### src/lrudir_pkg.sv
// lrudir_pkg: shared types and codes for the lru item cache directory
// used by lrudir_ctrl, lrudir_dp and lru_item_cache_directory; no dependencies
`timescale 1ns / 1ps

package lrudir_pkg;

  localparam int INDEX_BITS = 16;
  localparam int COUNT_BITS = 17;
  localparam int SLOT_BITS  = 4;

  // operation codes
  localparam logic [1:0] OP_IMAGE    = 2'd0;
  localparam logic [1:0] OP_ENCODED  = 2'd1;
  localparam logic [1:0] OP_FLUSH    = 2'd2;
  localparam logic [1:0] OP_RESERVED = 2'd3;

  // result status codes
  localparam logic [1:0] STAT_REJECTED = 2'd0;
  localparam logic [1:0] STAT_CACHED   = 2'd1;
  localparam logic [1:0] STAT_LOAD     = 2'd2;
  localparam logic [1:0] STAT_FLUSHED  = 2'd3;

  typedef struct packed {
    logic [1:0]            operation;
    logic [INDEX_BITS-1:0] item_index;
  } in_item_t;

  typedef struct packed {
    logic [1:0]            status;
    logic [SLOT_BITS-1:0]  slot;
    logic                  evicted;
    logic [INDEX_BITS-1:0] evicted_index;
  } result_t;

  typedef enum logic [1:0] {
    ST_IDLE,
    ST_SCAN,
    ST_LAST,
    ST_UPDATE
  } state_t;

  // controller to datapath
  typedef struct packed {
    logic flush;
    logic reject;
    logic begin_scan;
    logic scan_read;
    logic update;
  } ctl_cmd_t;

  // datapath to controller
  typedef struct packed {
    logic is_flush;
    logic access_ok;
    logic scan_last;
  } dp_status_t;

endpackage

### src/lrudir_ram.sv
// lrudir_ram: generic two port ram with registered read
// no dependencies
`timescale 1ns / 1ps

module lrudir_ram #(
  parameter int WIDTH = 50,
  parameter int DEPTH = 16
) (
  input  logic                     clk,
  input  logic                     wr_en,
  input  logic [$clog2(DEPTH)-1:0] wr_addr,
  input  logic [WIDTH-1:0]         wr_data,
  input  logic                     rd_en,
  input  logic [$clog2(DEPTH)-1:0] rd_addr,
  output logic [WIDTH-1:0]         rd_data
);

  logic [WIDTH-1:0] mem [DEPTH];

  always_ff @(posedge clk) begin
    if (wr_en) begin
      mem[wr_addr] <= wr_data;
    end
    if (rd_en) begin
      rd_data <= mem[rd_addr];
    end
  end

endmodule

### src/lrudir_ctrl.sv
// lrudir_ctrl: sequencer for the directory; decodes a transaction and runs the slot scan
// depends on lrudir_pkg
`timescale 1ns / 1ps

module lrudir_ctrl (
  input  logic                   clk,
  input  logic                   rst,
  input  logic                   start,
  output logic                   busy,
  input  lrudir_pkg::dp_status_t status,
  output lrudir_pkg::ctl_cmd_t   cmd
);

  import lrudir_pkg::*;

  state_t state;
  state_t state_next;

  always_ff @(posedge clk) begin
    if (rst) begin
      state <= ST_IDLE;
    end else begin
      state <= state_next;
    end
  end

  always_comb begin
    state_next = state;
    unique case (state)
      ST_IDLE: begin
        if (start && status.access_ok) begin
          state_next = ST_SCAN;
        end
      end
      ST_SCAN: begin
        if (status.scan_last) begin
          state_next = ST_LAST;
        end
      end
      ST_LAST:   state_next = ST_UPDATE;
      ST_UPDATE: state_next = ST_IDLE;
      default:   state_next = ST_IDLE;
    endcase
  end

  always_comb begin
    cmd  = '0;
    busy = 1'b1;
    unique case (state)
      ST_IDLE: begin
        busy = 1'b0;
        if (start) begin
          if (status.is_flush) begin
            cmd.flush = 1'b1;
          end else if (status.access_ok) begin
            cmd.begin_scan = 1'b1;
          end else begin
            cmd.reject = 1'b1;
          end
        end
      end
      ST_SCAN:   cmd.scan_read = 1'b1;
      ST_LAST:   cmd = '0;
      ST_UPDATE: cmd.update = 1'b1;
      default:   cmd = '0;
    endcase
  end

endmodule

### src/lrudir_dp.sv
// lrudir_dp: slot store, valid bits, scan trackers, use clock and result register
// depends on lrudir_pkg and lrudir_ram
`timescale 1ns / 1ps

module lrudir_dp #(
  parameter int NUM_SLOTS  = 16,
  parameter int STAMP_BITS = 32
) (
  input  logic                                clk,
  input  logic                                rst,
  input  lrudir_pkg::in_item_t                item,
  input  logic                                cfg_valid,
  input  logic [lrudir_pkg::COUNT_BITS-1:0]   cfg_data,
  input  lrudir_pkg::ctl_cmd_t                cmd,
  output lrudir_pkg::dp_status_t              status,
  output logic                                done,
  output lrudir_pkg::result_t                 result
);

  import lrudir_pkg::*;

  localparam int IDX_W   = $clog2(NUM_SLOTS);
  localparam int ENTRY_W = INDEX_BITS + STAMP_BITS + 2;

  // entry layout: key, stamp, image tried, encoded tried
  localparam int KEY_LSB   = STAMP_BITS + 2;
  localparam int STAMP_LSB = 2;

  logic [COUNT_BITS-1:0] item_count;
  logic [NUM_SLOTS-1:0]  slot_valid;
  logic [STAMP_BITS-1:0] use_clock;

  logic [1:0]            op;
  logic [INDEX_BITS-1:0] key;

  logic [IDX_W-1:0]      addr;
  logic                  rd_pend;
  logic [IDX_W-1:0]      rd_idx;
  logic [ENTRY_W-1:0]    rd_data;

  logic                  hit_found;
  logic [IDX_W-1:0]      hit_idx;
  logic                  hit_img;
  logic                  hit_enc;
  logic                  free_found;
  logic [IDX_W-1:0]      free_idx;
  logic                  min_seen;
  logic [STAMP_BITS-1:0] min_stamp;
  logic [IDX_W-1:0]      min_idx;
  logic [INDEX_BITS-1:0] min_key;

  logic [INDEX_BITS-1:0] e_key;
  logic [STAMP_BITS-1:0] e_stamp;
  logic                  e_valid;

  logic [IDX_W-1:0]      target;
  logic                  evict;
  logic                  img_old;
  logic                  enc_old;
  logic                  img_new;
  logic                  enc_new;
  logic                  tried;
  logic [STAMP_BITS-1:0] clock_next;
  logic [ENTRY_W-1:0]    wr_data;

  assign e_key   = rd_data[KEY_LSB +: INDEX_BITS];
  assign e_stamp = rd_data[STAMP_LSB +: STAMP_BITS];
  assign e_valid = slot_valid[rd_idx];

  assign status.is_flush  = (item.operation == OP_FLUSH);
  assign status.access_ok = ((item.operation == OP_IMAGE) || (item.operation == OP_ENCODED))
                            && ({1'b0, item.item_index} < item_count);
  assign status.scan_last = (addr == IDX_W'(NUM_SLOTS - 1));

  // update of the chosen slot
  always_comb begin
    evict = 1'b0;
    if (hit_found) begin
      target = hit_idx;
    end else if (free_found) begin
      target = free_idx;
    end else begin
      target = min_idx;
      evict  = 1'b1;
    end
    img_old    = hit_found & hit_img;
    enc_old    = hit_found & hit_enc;
    tried      = (op == OP_IMAGE) ? img_old : enc_old;
    img_new    = img_old | (op == OP_IMAGE);
    enc_new    = enc_old | (op != OP_IMAGE);
    clock_next = use_clock + 1'b1;
    wr_data    = {key, clock_next, img_new, enc_new};
  end

  lrudir_ram #(
    .WIDTH (ENTRY_W),
    .DEPTH (NUM_SLOTS)
  ) u_slots (
    .clk     (clk),
    .wr_en   (cmd.update),
    .wr_addr (target),
    .wr_data (wr_data),
    .rd_en   (cmd.scan_read),
    .rd_addr (addr),
    .rd_data (rd_data)
  );

  // control registers
  always_ff @(posedge clk) begin
    if (rst) begin
      item_count <= '0;
      slot_valid <= '0;
      use_clock  <= '0;
      rd_pend    <= 1'b0;
      done       <= 1'b0;
    end else begin
      if (cfg_valid) begin
        item_count <= cfg_data;
      end
      if (cmd.flush) begin
        slot_valid <= '0;
      end else if (cmd.update) begin
        slot_valid[target] <= 1'b1;
      end
      if (cmd.update) begin
        use_clock <= clock_next;
      end
      rd_pend <= cmd.scan_read;
      done    <= cmd.flush | cmd.reject | cmd.update;
    end
  end

  // scan and result registers
  always_ff @(posedge clk) begin
    if (cmd.begin_scan) begin
      op         <= item.operation;
      key        <= item.item_index;
      addr       <= '0;
      hit_found  <= 1'b0;
      free_found <= 1'b0;
      min_seen   <= 1'b0;
    end else begin
      if (cmd.scan_read) begin
        addr   <= addr + 1'b1;
        rd_idx <= addr;
      end
      if (rd_pend) begin
        if (e_valid && !hit_found && (e_key == key)) begin
          hit_found <= 1'b1;
          hit_idx   <= rd_idx;
          hit_img   <= rd_data[1];
          hit_enc   <= rd_data[0];
        end
        if (!e_valid && !free_found) begin
          free_found <= 1'b1;
          free_idx   <= rd_idx;
        end
        if (!min_seen || (e_stamp < min_stamp)) begin
          min_seen  <= 1'b1;
          min_stamp <= e_stamp;
          min_idx   <= rd_idx;
          min_key   <= e_key;
        end
      end
    end

    if (cmd.flush) begin
      result <= '{status: STAT_FLUSHED, slot: '0, evicted: 1'b0, evicted_index: '0};
    end else if (cmd.reject) begin
      result <= '{status: STAT_REJECTED, slot: '0, evicted: 1'b0, evicted_index: '0};
    end else if (cmd.update) begin
      result.status        <= tried ? STAT_CACHED : STAT_LOAD;
      result.slot          <= SLOT_BITS'(target);
      result.evicted       <= evict;
      result.evicted_index <= evict ? min_key : '0;
    end
  end

endmodule

### src/lru_item_cache_directory.sv
// lru_item_cache_directory: top level of the lru item cache directory
// depends on lrudir_pkg, lrudir_ctrl, lrudir_dp and lrudir_ram
`timescale 1ns / 1ps

// usage
// - request channel: drive item and raise start; the transaction is taken at a
//   rising edge with start high and busy low
// - result channel: done is high for exactly one cycle with result valid; the
//   receiver cannot stall, so it must take the result in that cycle
// - config channel: cfg_data is written to item_count when cfg_valid and
//   cfg_ready are both high; cfg_ready is always high; write only while idle
// - flush and rejected transactions: result and done are registered at the edge
//   that accepts them and busy stays low, so a new one can follow at once
// - an image or encoded access reads every slot of the slot ram once, one
//   address per cycle, in ST_SCAN, then passes ST_LAST and ST_UPDATE; the
//   result is registered as ST_UPDATE ends and the next one can be taken then
// - reset: all slots invalid, use clock zero, item_count zero, so every access
//   is rejected until item_count is written; slot ram contents need no clearing
module lru_item_cache_directory #(
  parameter int NUM_SLOTS  = 16,
  parameter int STAMP_BITS = 32
) (
  input  logic                              clk,
  input  logic                              rst,
  input  logic                              start,
  output logic                              busy,
  input  lrudir_pkg::in_item_t              item,
  output logic                              done,
  output lrudir_pkg::result_t               result,
  input  logic                              cfg_valid,
  output logic                              cfg_ready,
  input  logic [lrudir_pkg::COUNT_BITS-1:0] cfg_data
);

  import lrudir_pkg::*;

  ctl_cmd_t   cmd;
  dp_status_t status;

  // config register is always writable
  assign cfg_ready = 1'b1;

  // sequencer: decode, scan over the slots, update
  lrudir_ctrl u_ctrl (
    .clk    (clk),
    .rst    (rst),
    .start  (start),
    .busy   (busy),
    .status (status),
    .cmd    (cmd)
  );

  // slot store, lru trackers, use clock and result register
  lrudir_dp #(
    .NUM_SLOTS  (NUM_SLOTS),
    .STAMP_BITS (STAMP_BITS)
  ) u_dp (
    .clk       (clk),
    .rst       (rst),
    .item      (item),
    .cfg_valid (cfg_valid),
    .cfg_data  (cfg_data),
    .cmd       (cmd),
    .status    (status),
    .done      (done),
    .result    (result)
  );

endmodule
### config.mk
export PLATFORM = sky130hd
export DESIGN_NAME = lru_item_cache_directory
export DESIGN_NICKNAME = d
export VERILOG_FILES = /design/src/lrudir_pkg.sv /design/src/lrudir_ram.sv /design/src/lrudir_ctrl.sv /design/src/lrudir_dp.sv /design/src/lru_item_cache_directory.sv
export SDC_FILE = /design/constraint.sdc
export NUM_CORES = 1
export LEC_CHECK = 0
export ABC_AREA = 1
export BUFFER_PORTS_ARGS = -buffer_cell sky130_fd_sc_hd__buf_4
export CORE_ASPECT_RATIO = 1.4
export CORE_MARGIN = 10
export CORE_UTILIZATION = 40
export CTS_CLUSTER_DIAMETER = 50
export DETAILED_ROUTE_END_ITERATION = 12
export GPL_ROUTABILITY_DRIVEN = 0
export SYNTH_ARGS = -nofsm -noshare
export SYNTH_HDL_FRONTEND = slang
export SYNTH_SLANG_ARGS = --single-unit
### constraint.sdc
create_clock -name clk -period 12.2 [get_ports clk]
set_clock_uncertainty 0.1 [all_clocks]
set_input_delay 3.66 -clock clk [delete_from_list [all_inputs] [get_ports clk]]
set_output_delay 3.66 -clock clk [all_outputs]
set_load 0.02 [all_outputs]
==> results.yml, run 1 <==
grt:
  grt-ovfl-total: 0
  grt_use_total_pct: 18.2
  antenna_found_initial: 1
  grt_max_degree: 130
  grt_pass1_vias: 25300
  grt_pass1_wl_um: 161000
worst_setup_path:
  worstSetupStartpointType: "primary input"
  path_max_fanout: 20
  critPathLaunch: "item[12]"
  endpoint_kind: "register"
  worstReg2RegStart: "u_dp.addr[0]$_SDFFE_PP0P_"
  critPathArrivalTime_ps: 5900
  cp_data_required_time_ps: 12490
  worstSetupPathType: "in -> reg"
clocking:
  cts_sinks: 1033
  ctsHtreeMaxLevel: 3
  post_cts_buffers: 0
  numCtsBuffers: 91
  insertion_delay_ps: 690
  clockRootBuffer: "clkbuf_16"
  holdBufCountCts: 0
  clk_path_buf_depth: 3
  cts-resized-gates: 0
  cts_tree: "done"
  cts.reportedPaths.clkPinSlew_ps: 60
placement:
  io_buffers: 63
  dp_hpwl_um: 58500
  placed_area_sq_mm: 0.0428
yosys:
  yosysMostFrequentCell: "edfxtp_1"
  synthMuxAreaShare_pct: 0
  avgSynthCellArea_sq_um: 12.5
  yosys.area.top_type: "edfxtp_1"
  synth.top_cell.area_share_pct: 68.5
  async_flop_share_pct: 0
  synthTopCellsByCount: "edfxtp_1 (934), nor2_1 (485), o21ai_0 (458)"
  seq_area_frac_synth_pct: 73.4
  synth_xor_area_share_pct: 0.471
  synth_simple_gate_area_share_pct: 9.61
  ys_top_cells_by_area: "edfxtp_1 (69%), o21ai_0 (5.6%), dfxtp_1 (4.8%)"
  synth_top_family_by_area: "compound AO/OA/AOI/OAI gates"
  yosysWarnings: 0
  ys_types: 40
  synth_fa_ha_area_share_pct: 1.59
  ys_seq_elements: 1033
  synth_compound_area_share_pct: 11.2
  dominantRegCellSynth: "edfxtp_1"
  synth_nets: 3356
  synth-edff-count: 934
  syn_inst: 3265
  netlist_area_sq_mm: 0.0409
floorplan:
  placementRows: 138
  fp.dieArea_sq_mm: 0.116
  num_io_pins: 65
  die-height_um: 398
  coreArea_sq_mm: 0.101
  start_util_pct: 40.4
  fp.dieW_um: 290
pwr:
  peakVddDrop_uv: 147
  p_leak_nw: 15.4
  p_per_area_mw_per_mm2: 214
finish:
  nNetsFinal: 3381
  final_cell_area_sq_mm: 0.0457
  fill_cells: 9077
  antenna_cells: 0
  drive_above_1_share_pct: 8.80
  syn2layout_area_growth_pct: 11.7
sta:
  fin_setup_tns_ps: 0
  fmax_mhz: 178
  post-route-period-util_pct: 46.0
  setup_viol_count_final: 0
  hold_viol: 0
  rsz0062_at_grt: "no"
  min_period_ps: 5610
  drv_slew: 0
  tightest_slew_ps: 1260
  slew_headroom_pct: 15.9
detailed_routing:
  wl_per_cell_um: 23.1
  antenna_left: 0
  vias: 25900
  viasPerCell: 5.51
  drt-total-wl_um: 108000
  drtIter0Drc: 2622
  first_pass_iters: 6
  drc: 0
job:
  cap_violations: 0
run_status:
  status: "finished, final reports clean"
worst_hold_path:
  min-delay-start: "u_dp.u_slots.rd_data[30]$_DFFE_PP_"
  hp-class: "reg -> reg"
[flip-flops by register name (all words and copies together) (netlist names), 2 cells and up]
name,count
u_dp.u_slots.mem,800
u_dp.u_slots.rd_data,50
u_dp.min_stamp,32
u_dp.use_clock,32
u_dp.result,23
u_dp.item_count,17
u_dp.key,16
u_dp.min_key,16
u_dp.slot_valid,16
u_dp.addr,4
u_dp.free_idx,4
u_dp.hit_idx,4
u_dp.min_idx,4
u_dp.rd_idx,4
u_ctrl.state,2
u_dp.op,2
[path summary, 6_finish.rpt]
| path | to | slack (ps) | cells after the start |
|---|---|---|---|
| setup / recovery | u_dp.free_idx[1]$_DFFE_PP_ | 6590 | 10 |
| hold / removal | u_dp.min_stamp[28]$_DFFE_PP_ | 350 | 0 |
| setup reg to reg | u_dp.u_slots.rd_data[25]$_DFFE_PP_ | 8260 | 7 |
| hold reg to reg | u_dp.min_stamp[28]$_DFFE_PP_ | 350 | 0 |
[cells in the final DEF, fill, tap and decap left out, types with 16 or more instances in the layout]
cell type  netlist  final
nor3_1          16     16
edfxtp_1       934    934
nor2_1         485    476
o211ai_1        28     28
o21ai_0        458    458
ha_1            52     51
a21oi_1        100     99
buf_4            4    115
clkinv_1         2     23
dfxtp_1         99     96
o22ai_1        122    122
clkbuf_16        0     94
o221ai_1        80     80
xor2_1          20     20
nand2_1        303    303
inv_1          198    188
clkbuf_1       126     16
nand3_1        115    115
clkinv_2         0     23
[cell families after synthesis]
| group | Yosys count |
|---|---|
| flip-flops | 1033 |
| AND/OR/NAND/NOR | 962 |
| AO/OA/AOI/OAI | 807 |
| buffers and inverters | 388 |
| adder cells (fa/ha/maj) | 52 |
| XOR/XNOR | 22 |
| other | 1 |
[layout make-up]
class | instances | area (sq um) | share of cell area, %
repair buffers | 115 | 863 | 1.89
multi-input cells | 1844 | 9460 | 20.7
flip-flops and latches | 1033 | 30000 | 65.7
well taps | 1330 | 1660 | 3.64
inverters | 205 | 795 | 1.74
clock buffers | 112 | 2440 | 5.34
clock inverters | 54 | 468 | 1.02
[report_power, final]
part | switching, mW | internal (mW)
clock | 1.27 | 1.57
sequential | 0.210 | 4.21
combinational | 1.81 | 0.709
total | 3.29 | 6.49
[stage by stage]
stage	power [mW]	worst slack (ps)	instances	hold WS [ps]	utilization [%]
finish	9.78	6590	4693	346	45.1
global route	10.3	6430	4693	343	45.1
CTS	9.85	6610	4693	354	45.1
detailed placement	7.03	5880	4527	344	42.3
global placement	7.00	5930	4527	342	42.3
floorplan	6.10	4510	3265	300	-
[critical path, cell delays in order]
cell	delay (ps)
buf_4	110
ha_1	290
a21oi_1	160
nand2_1	100
nand2_1	70
nand2_1	50
nor2_1	230
nand3_2	270
inv_1	700
nor3_1	240
[metal layers]
| metal | part of all wire, % | up-vias | global-route usage, % |
|---|---|---|---|
| li1 | - | 11900 | - |
| met1 | 40 | 13000 | 22.0 |
| met2 | 52 | 858 | 33.3 |
| met3 | 5.8 | 148 | 2.21 |
| met4 | 2.5 | 0 | 5.94 |
| met5 | 0 | - | 0 |
(Power assumes the default switching activity.)
==> inputs of run 2 (changes only) <==
==> constraint.sdc (replaced) <==
create_clock -name clk -period 5.35 [get_ports clk]
set_clock_uncertainty 0.1 [all_clocks]
set_input_delay 1.605 -clock clk [delete_from_list [all_inputs] [get_ports clk]]
set_output_delay 1.605 -clock clk [all_outputs]
set_load 0.02 [all_outputs]
==> results.yml, run 2 (synthesis gave the netlist of run 1 again) <==
pwr:
  p_total_mw: 22.3
  pwr-share-comb_pct: 25.5
  p_int_mw: 14.9
  clkPwrFrac_pct: 29.2
  p_per_area_mw_per_mm2: 486
  p_sw_mw: 7.46
  p_leak_nw: 15.5
  peakVddDrop_uv: 558
  switching_share_pct: 33.4
  seqPwrFrac_pct: 45.2
clocking:
  insertion_delay_ps: 680
  post_cts_buffers: 0
  clockRootBuffer: "clkbuf_16"
  cts.reportedPaths.clkPinSlew_ps: 60
  ctsHtreeMaxLevel: 3
  cts-resized-gates: 0
  clk_path_buf_depth: 3
  holdBufCountCts: 0
  numCtsBuffers: 93
  cts_sinks: 1033
  cts_tree: "done"
sta:
  fmax_mhz: 289
  rsz0062_at_grt: "no"
  post-route-period-util_pct: 64.7
  fin_setup_tns_ps: 0
  setup_viol_count_final: 0
  slew_headroom_pct: 14.7
  tightest_slew_ps: 1270
  min_period_ps: 3460
  drv_slew: 0
  hold_viol: 0
worst_setup_path:
  path_max_fanout: 36
  worstSetupPathType: "in -> reg"
  path_buf_inv: 3
  cpPeakStageDelay_ps: 470
  critPathArrivalTime_ps: 3650
  critPathTopFamily: "simple AND/OR/NAND/NOR gates"
  critPathSlowestCell: "buf_4"
  cp_data_required_time_ps: 5540
  cp_cell_sequence: "buf_4 -> ha_1 -> nand2_1 -> inv_1 -> nand3_1 -> nor2_1 -> nand2_1 -> nand2_1 -> nor2_1 -> nand3_2 -> nand2_1 -> a21oi_4 -> buf_4"
  endpoint_kind: "register"
  crit_top_cell: "nand2_1"
  worstSetupStartpointType: "primary input"
floorplan:
  die-height_um: 398
  fp.dieW_um: 290
  placementRows: 138
  num_io_pins: 65
  fp.dieArea_sq_mm: 0.116
  start_util_pct: 40.4
  coreArea_sq_mm: 0.101
grt:
  antenna_found_initial: 0
  grt-ovfl-total: 0
  grt_max_degree: 168
  grt_pass1_vias: 25200
  grt_use_total_pct: 17.7
  grt_pass1_wl_um: 157000
finish:
  drive_above_1_share_pct: 9.05
  fin_util_pct: 45.3
  layout_commonest_cell: "edfxtp_1"
  largest_reg_flops: 800
  regMostFlops: "u_dp.u_slots.mem"
  antenna_cells: 0
  reg.largest.list: "u_dp.u_slots.mem: 800 flops, u_dp.u_slots.rd_data: 50 flops"
  nNetsFinal: 3386
  final_cell_mix: "edfxtp_1 (934), nor2_1 (476), o21ai_0 (458)"
  fill_cells: 9049
  syn2layout_area_growth_pct: 12.2
detailed_routing:
  first_pass_iters: 6
  viasPerCell: 5.50
  drtIter0Drc: 2573
  wl_per_cell_um: 22.4
  vias: 25800
  drt-total-wl_um: 105000
  antenna_left: 0
  drc: 0
run_status:
  status: "finished, final reports clean"
placement:
  io_buffers: 63
  dp_hpwl_um: 57100
job:
  cap_violations: 0
worst_hold_path:
  hp-class: "reg -> reg"
run 2: layer usage:
metal	routed length, um	track usage, %
met1	42500	22.0
met2	52700	30.8
met3	6110	2.23
met4	3930	7.81
met5	0	0
run 2: power by group through the flow:
stage	registers (mW)	clock network [mW]	logic, mW
6_report	10.1	6.53	5.70
5_1_grt	10.1	6.95	6.37
4_1_cts	10.1	6.64	5.75
3_5_place_dp	10.3	0	5.72
3_3_place_gp	10.3	0	5.67
2_1_floorplan	9.99	0	3.92
run 2: final timing paths:
check	start	end	slack [ps]	depth (start not counted)
setup reg to reg	u_ctrl.state[0]$_SDFFE_PP0P_	u_dp.u_slots.mem[3][14]$_DFFE_PP_	1990	8
setup / recovery	item[12]	u_dp.min_stamp[31]$_DFFE_PP_	1890	13
hold reg to reg	u_dp.u_slots.rd_data[46]$_DFFE_PP_	u_dp.min_key[12]$_DFFE_PP_	350	0
hold / removal	u_dp.u_slots.rd_data[46]$_DFFE_PP_	u_dp.min_key[12]$_DFFE_PP_	350	0
run 2: area by class of cell:
type / count / area [sq um] / area share, %
Sequential cell: 1033 / 30000 / 65.4
Tap cell: 1330 / 1660 / 3.62
Clock buffer: 122 / 2540 / 5.53
Inverter: 205 / 792 / 1.72
Timing Repair Buffer: 118 / 1010 / 2.20
Clock inverter: 47 / 418 / 0.910
Multi-Input combinational cell: 1844 / 9460 / 20.6
run 2: stage by stage:
stage | hold WS, ps | setup WS [ps] | instance area, sq um | std cells
final | 347 | 1890 | 45900 | 4699
after global routing | 364 | 1740 | 45900 | 4699
after CTS | 349 | 1950 | 45900 | 4699
after detailed placement | 337 | 1260 | 43000 | 4530
after global placement | 336 | 1270 | 43000 | 4530
after floorplan | 300 | 879 | 40900 | 3265
==> inputs of run 3 (changes only) <==
==> constraint.sdc (replaced) <==
create_clock -name clk -period 3.3 [get_ports clk]
set_clock_uncertainty 0.1 [all_clocks]
set_input_delay 0.99 -clock clk [delete_from_list [all_inputs] [get_ports clk]]
set_output_delay 0.99 -clock clk [all_outputs]
set_load 0.02 [all_outputs]
==> results.yml, run 3 (synthesis gave the netlist of run 1 again) <==
finish:
  layout_commonest_cell: "edfxtp_1"
  reg.largest.list: "u_dp.u_slots.mem: 800 flops, u_dp.u_slots.rd_data: 50 flops"
  register_area_sq_mm: 0.0300
  multi_input_area_sq_mm: 0.00950
  fill_cells: 8947
  largest_reg_flops: 800
  regMostFlops: "u_dp.u_slots.mem"
  antenna_cells: 0
  syn2layout_area_growth_pct: 14.0
  drive_above_1_share_pct: 10.5
  final_cell_mix: "edfxtp_1 (934), nor2_1 (475), o21ai_0 (458)"
  nNetsFinal: 3431
  final-instance-count-excl-fill: 4746
worst_hold_path:
  hp-class: "reg -> reg"
floorplan:
  placementRows: 138
  num_io_pins: 65
  fp.dieW_um: 290
  coreArea_sq_mm: 0.101
  fp.dieArea_sq_mm: 0.116
  die-height_um: 398
  start_util_pct: 40.4
detailed_routing:
  vias: 26100
  wl_per_cell_um: 22.7
  drtIter0Drc: 2408
  first_pass_iters: 7
  drc: 0
  antenna_left: 0
  drt-total-wl_um: 108000
  viasPerCell: 5.50
clocking:
  cts.reportedPaths.clkPinSlew_ps: 70
  ctsHtreeMaxLevel: 3
  cts_tree: "done"
  clk_path_buf_depth: 3
  post_cts_buffers: 0
  cts_sinks: 1033
  insertion_delay_ps: 680
  holdBufCountCts: 0
  numCtsBuffers: 91
  clockRootBuffer: "clkbuf_16"
  cts-resized-gates: 0
placement:
  dp_hpwl_um: 60100
  place_inst: 4577
  io_buffers: 63
  dp_slack_ps: 208
sta:
  fmax_mhz: 362
  min_period_ps: 2760
  fin_setup_tns_ps: 0
  drv_slew: 0
  slew_headroom_pct: 17.7
  tightest_slew_ps: 1230
  layout_setup_ws_ps: 537
  rsz0062_at_grt: "no"
  hold_ws_ps: 336
  post-route-period-util_pct: 83.7
  setup_viol_count_final: 0
  hold_viol: 0
pwr:
  peakVddDrop_uv: 1000
  p_total_mw: 37.1
  p_per_area_mw_per_mm2: 796
  p_leak_nw: 15.9
grt:
  grt_max_degree: 185
  grt-ovfl-total: 0
  grt_pass1_vias: 25600
  antenna_found_initial: 1
  grt_pass1_wl_um: 160000
  grt_use_total_pct: 18.1
job:
  cap_violations: 0
worst_setup_path:
  worstSetupPathType: "reg -> reg"
  cp_data_required_time_ps: 3490
  worstSetupStartpointType: "register"
  critPathArrivalTime_ps: 2960
  endpoint_kind: "register"
  path_max_fanout: 17
run_status:
  status: "finished, final reports clean"
-- run 3: metal layers --
metal	global-route usage, %	vias up	routed length, um
met1	21.7	13100	43400
met3	2.41	182	5660
met2	32.8	842	55700
met5	0	-	13
met4	6.26	2	3040
li1	-	12000	-
-- run 3: path summary, 6_finish.rpt --
check                               startpoint                            endpoint  slack (ps)  depth (start not counted)
max             u_dp.use_clock[0]$_SDFFE_PP0P_  u_dp.u_slots.mem[15][26]$_DFFE_PP_         540                          7
min reg2reg  u_dp.u_slots.rd_data[0]$_DFFE_PP_              u_dp.hit_enc$_DFFE_PP_         340                          0
max reg2reg     u_dp.use_clock[0]$_SDFFE_PP0P_  u_dp.u_slots.mem[15][26]$_DFFE_PP_         540                          7
min          u_dp.u_slots.rd_data[0]$_DFFE_PP_              u_dp.hit_enc$_DFFE_PP_         340                          0
-- run 3: critical path, stage by stage (launching register included) --
cell and delay (ps):
dfxtp_1 410, ha_1 230, nand3_2 110, nor2_2 220, nand3_1 190, inv_1 100, nand2_1 70, xnor2_1 950
-- run 3: per-stage QoR --
stage	cell area, sq um	util, %
final	46700	46.0
after global routing	46700	46.0
after CTS	46700	46.0
after detailed placement	43600	43.0
after global placement	43600	43.0
after floorplan	41000	-
-- run 3: power by group --
part / switching [mW] / leakage, nW / internal (mW)
combinational: 7.01 / 5.11 / 3.02
clock: 4.72 / 1.48 / 6.22
sequential: 0.610 / 9.27 / 15.6
total: 12.3 / 15.9 / 24.8
-- run 3: layout make-up --
type	instances	area share, %
Clock buffer	109	5.14
Tap cell	1330	3.57
Timing Repair Buffer	165	3.49
Inverter	205	1.70
Multi-Input combinational cell	1844	20.4
Clock inverter	60	1.36
Sequential cell	1033	64.4
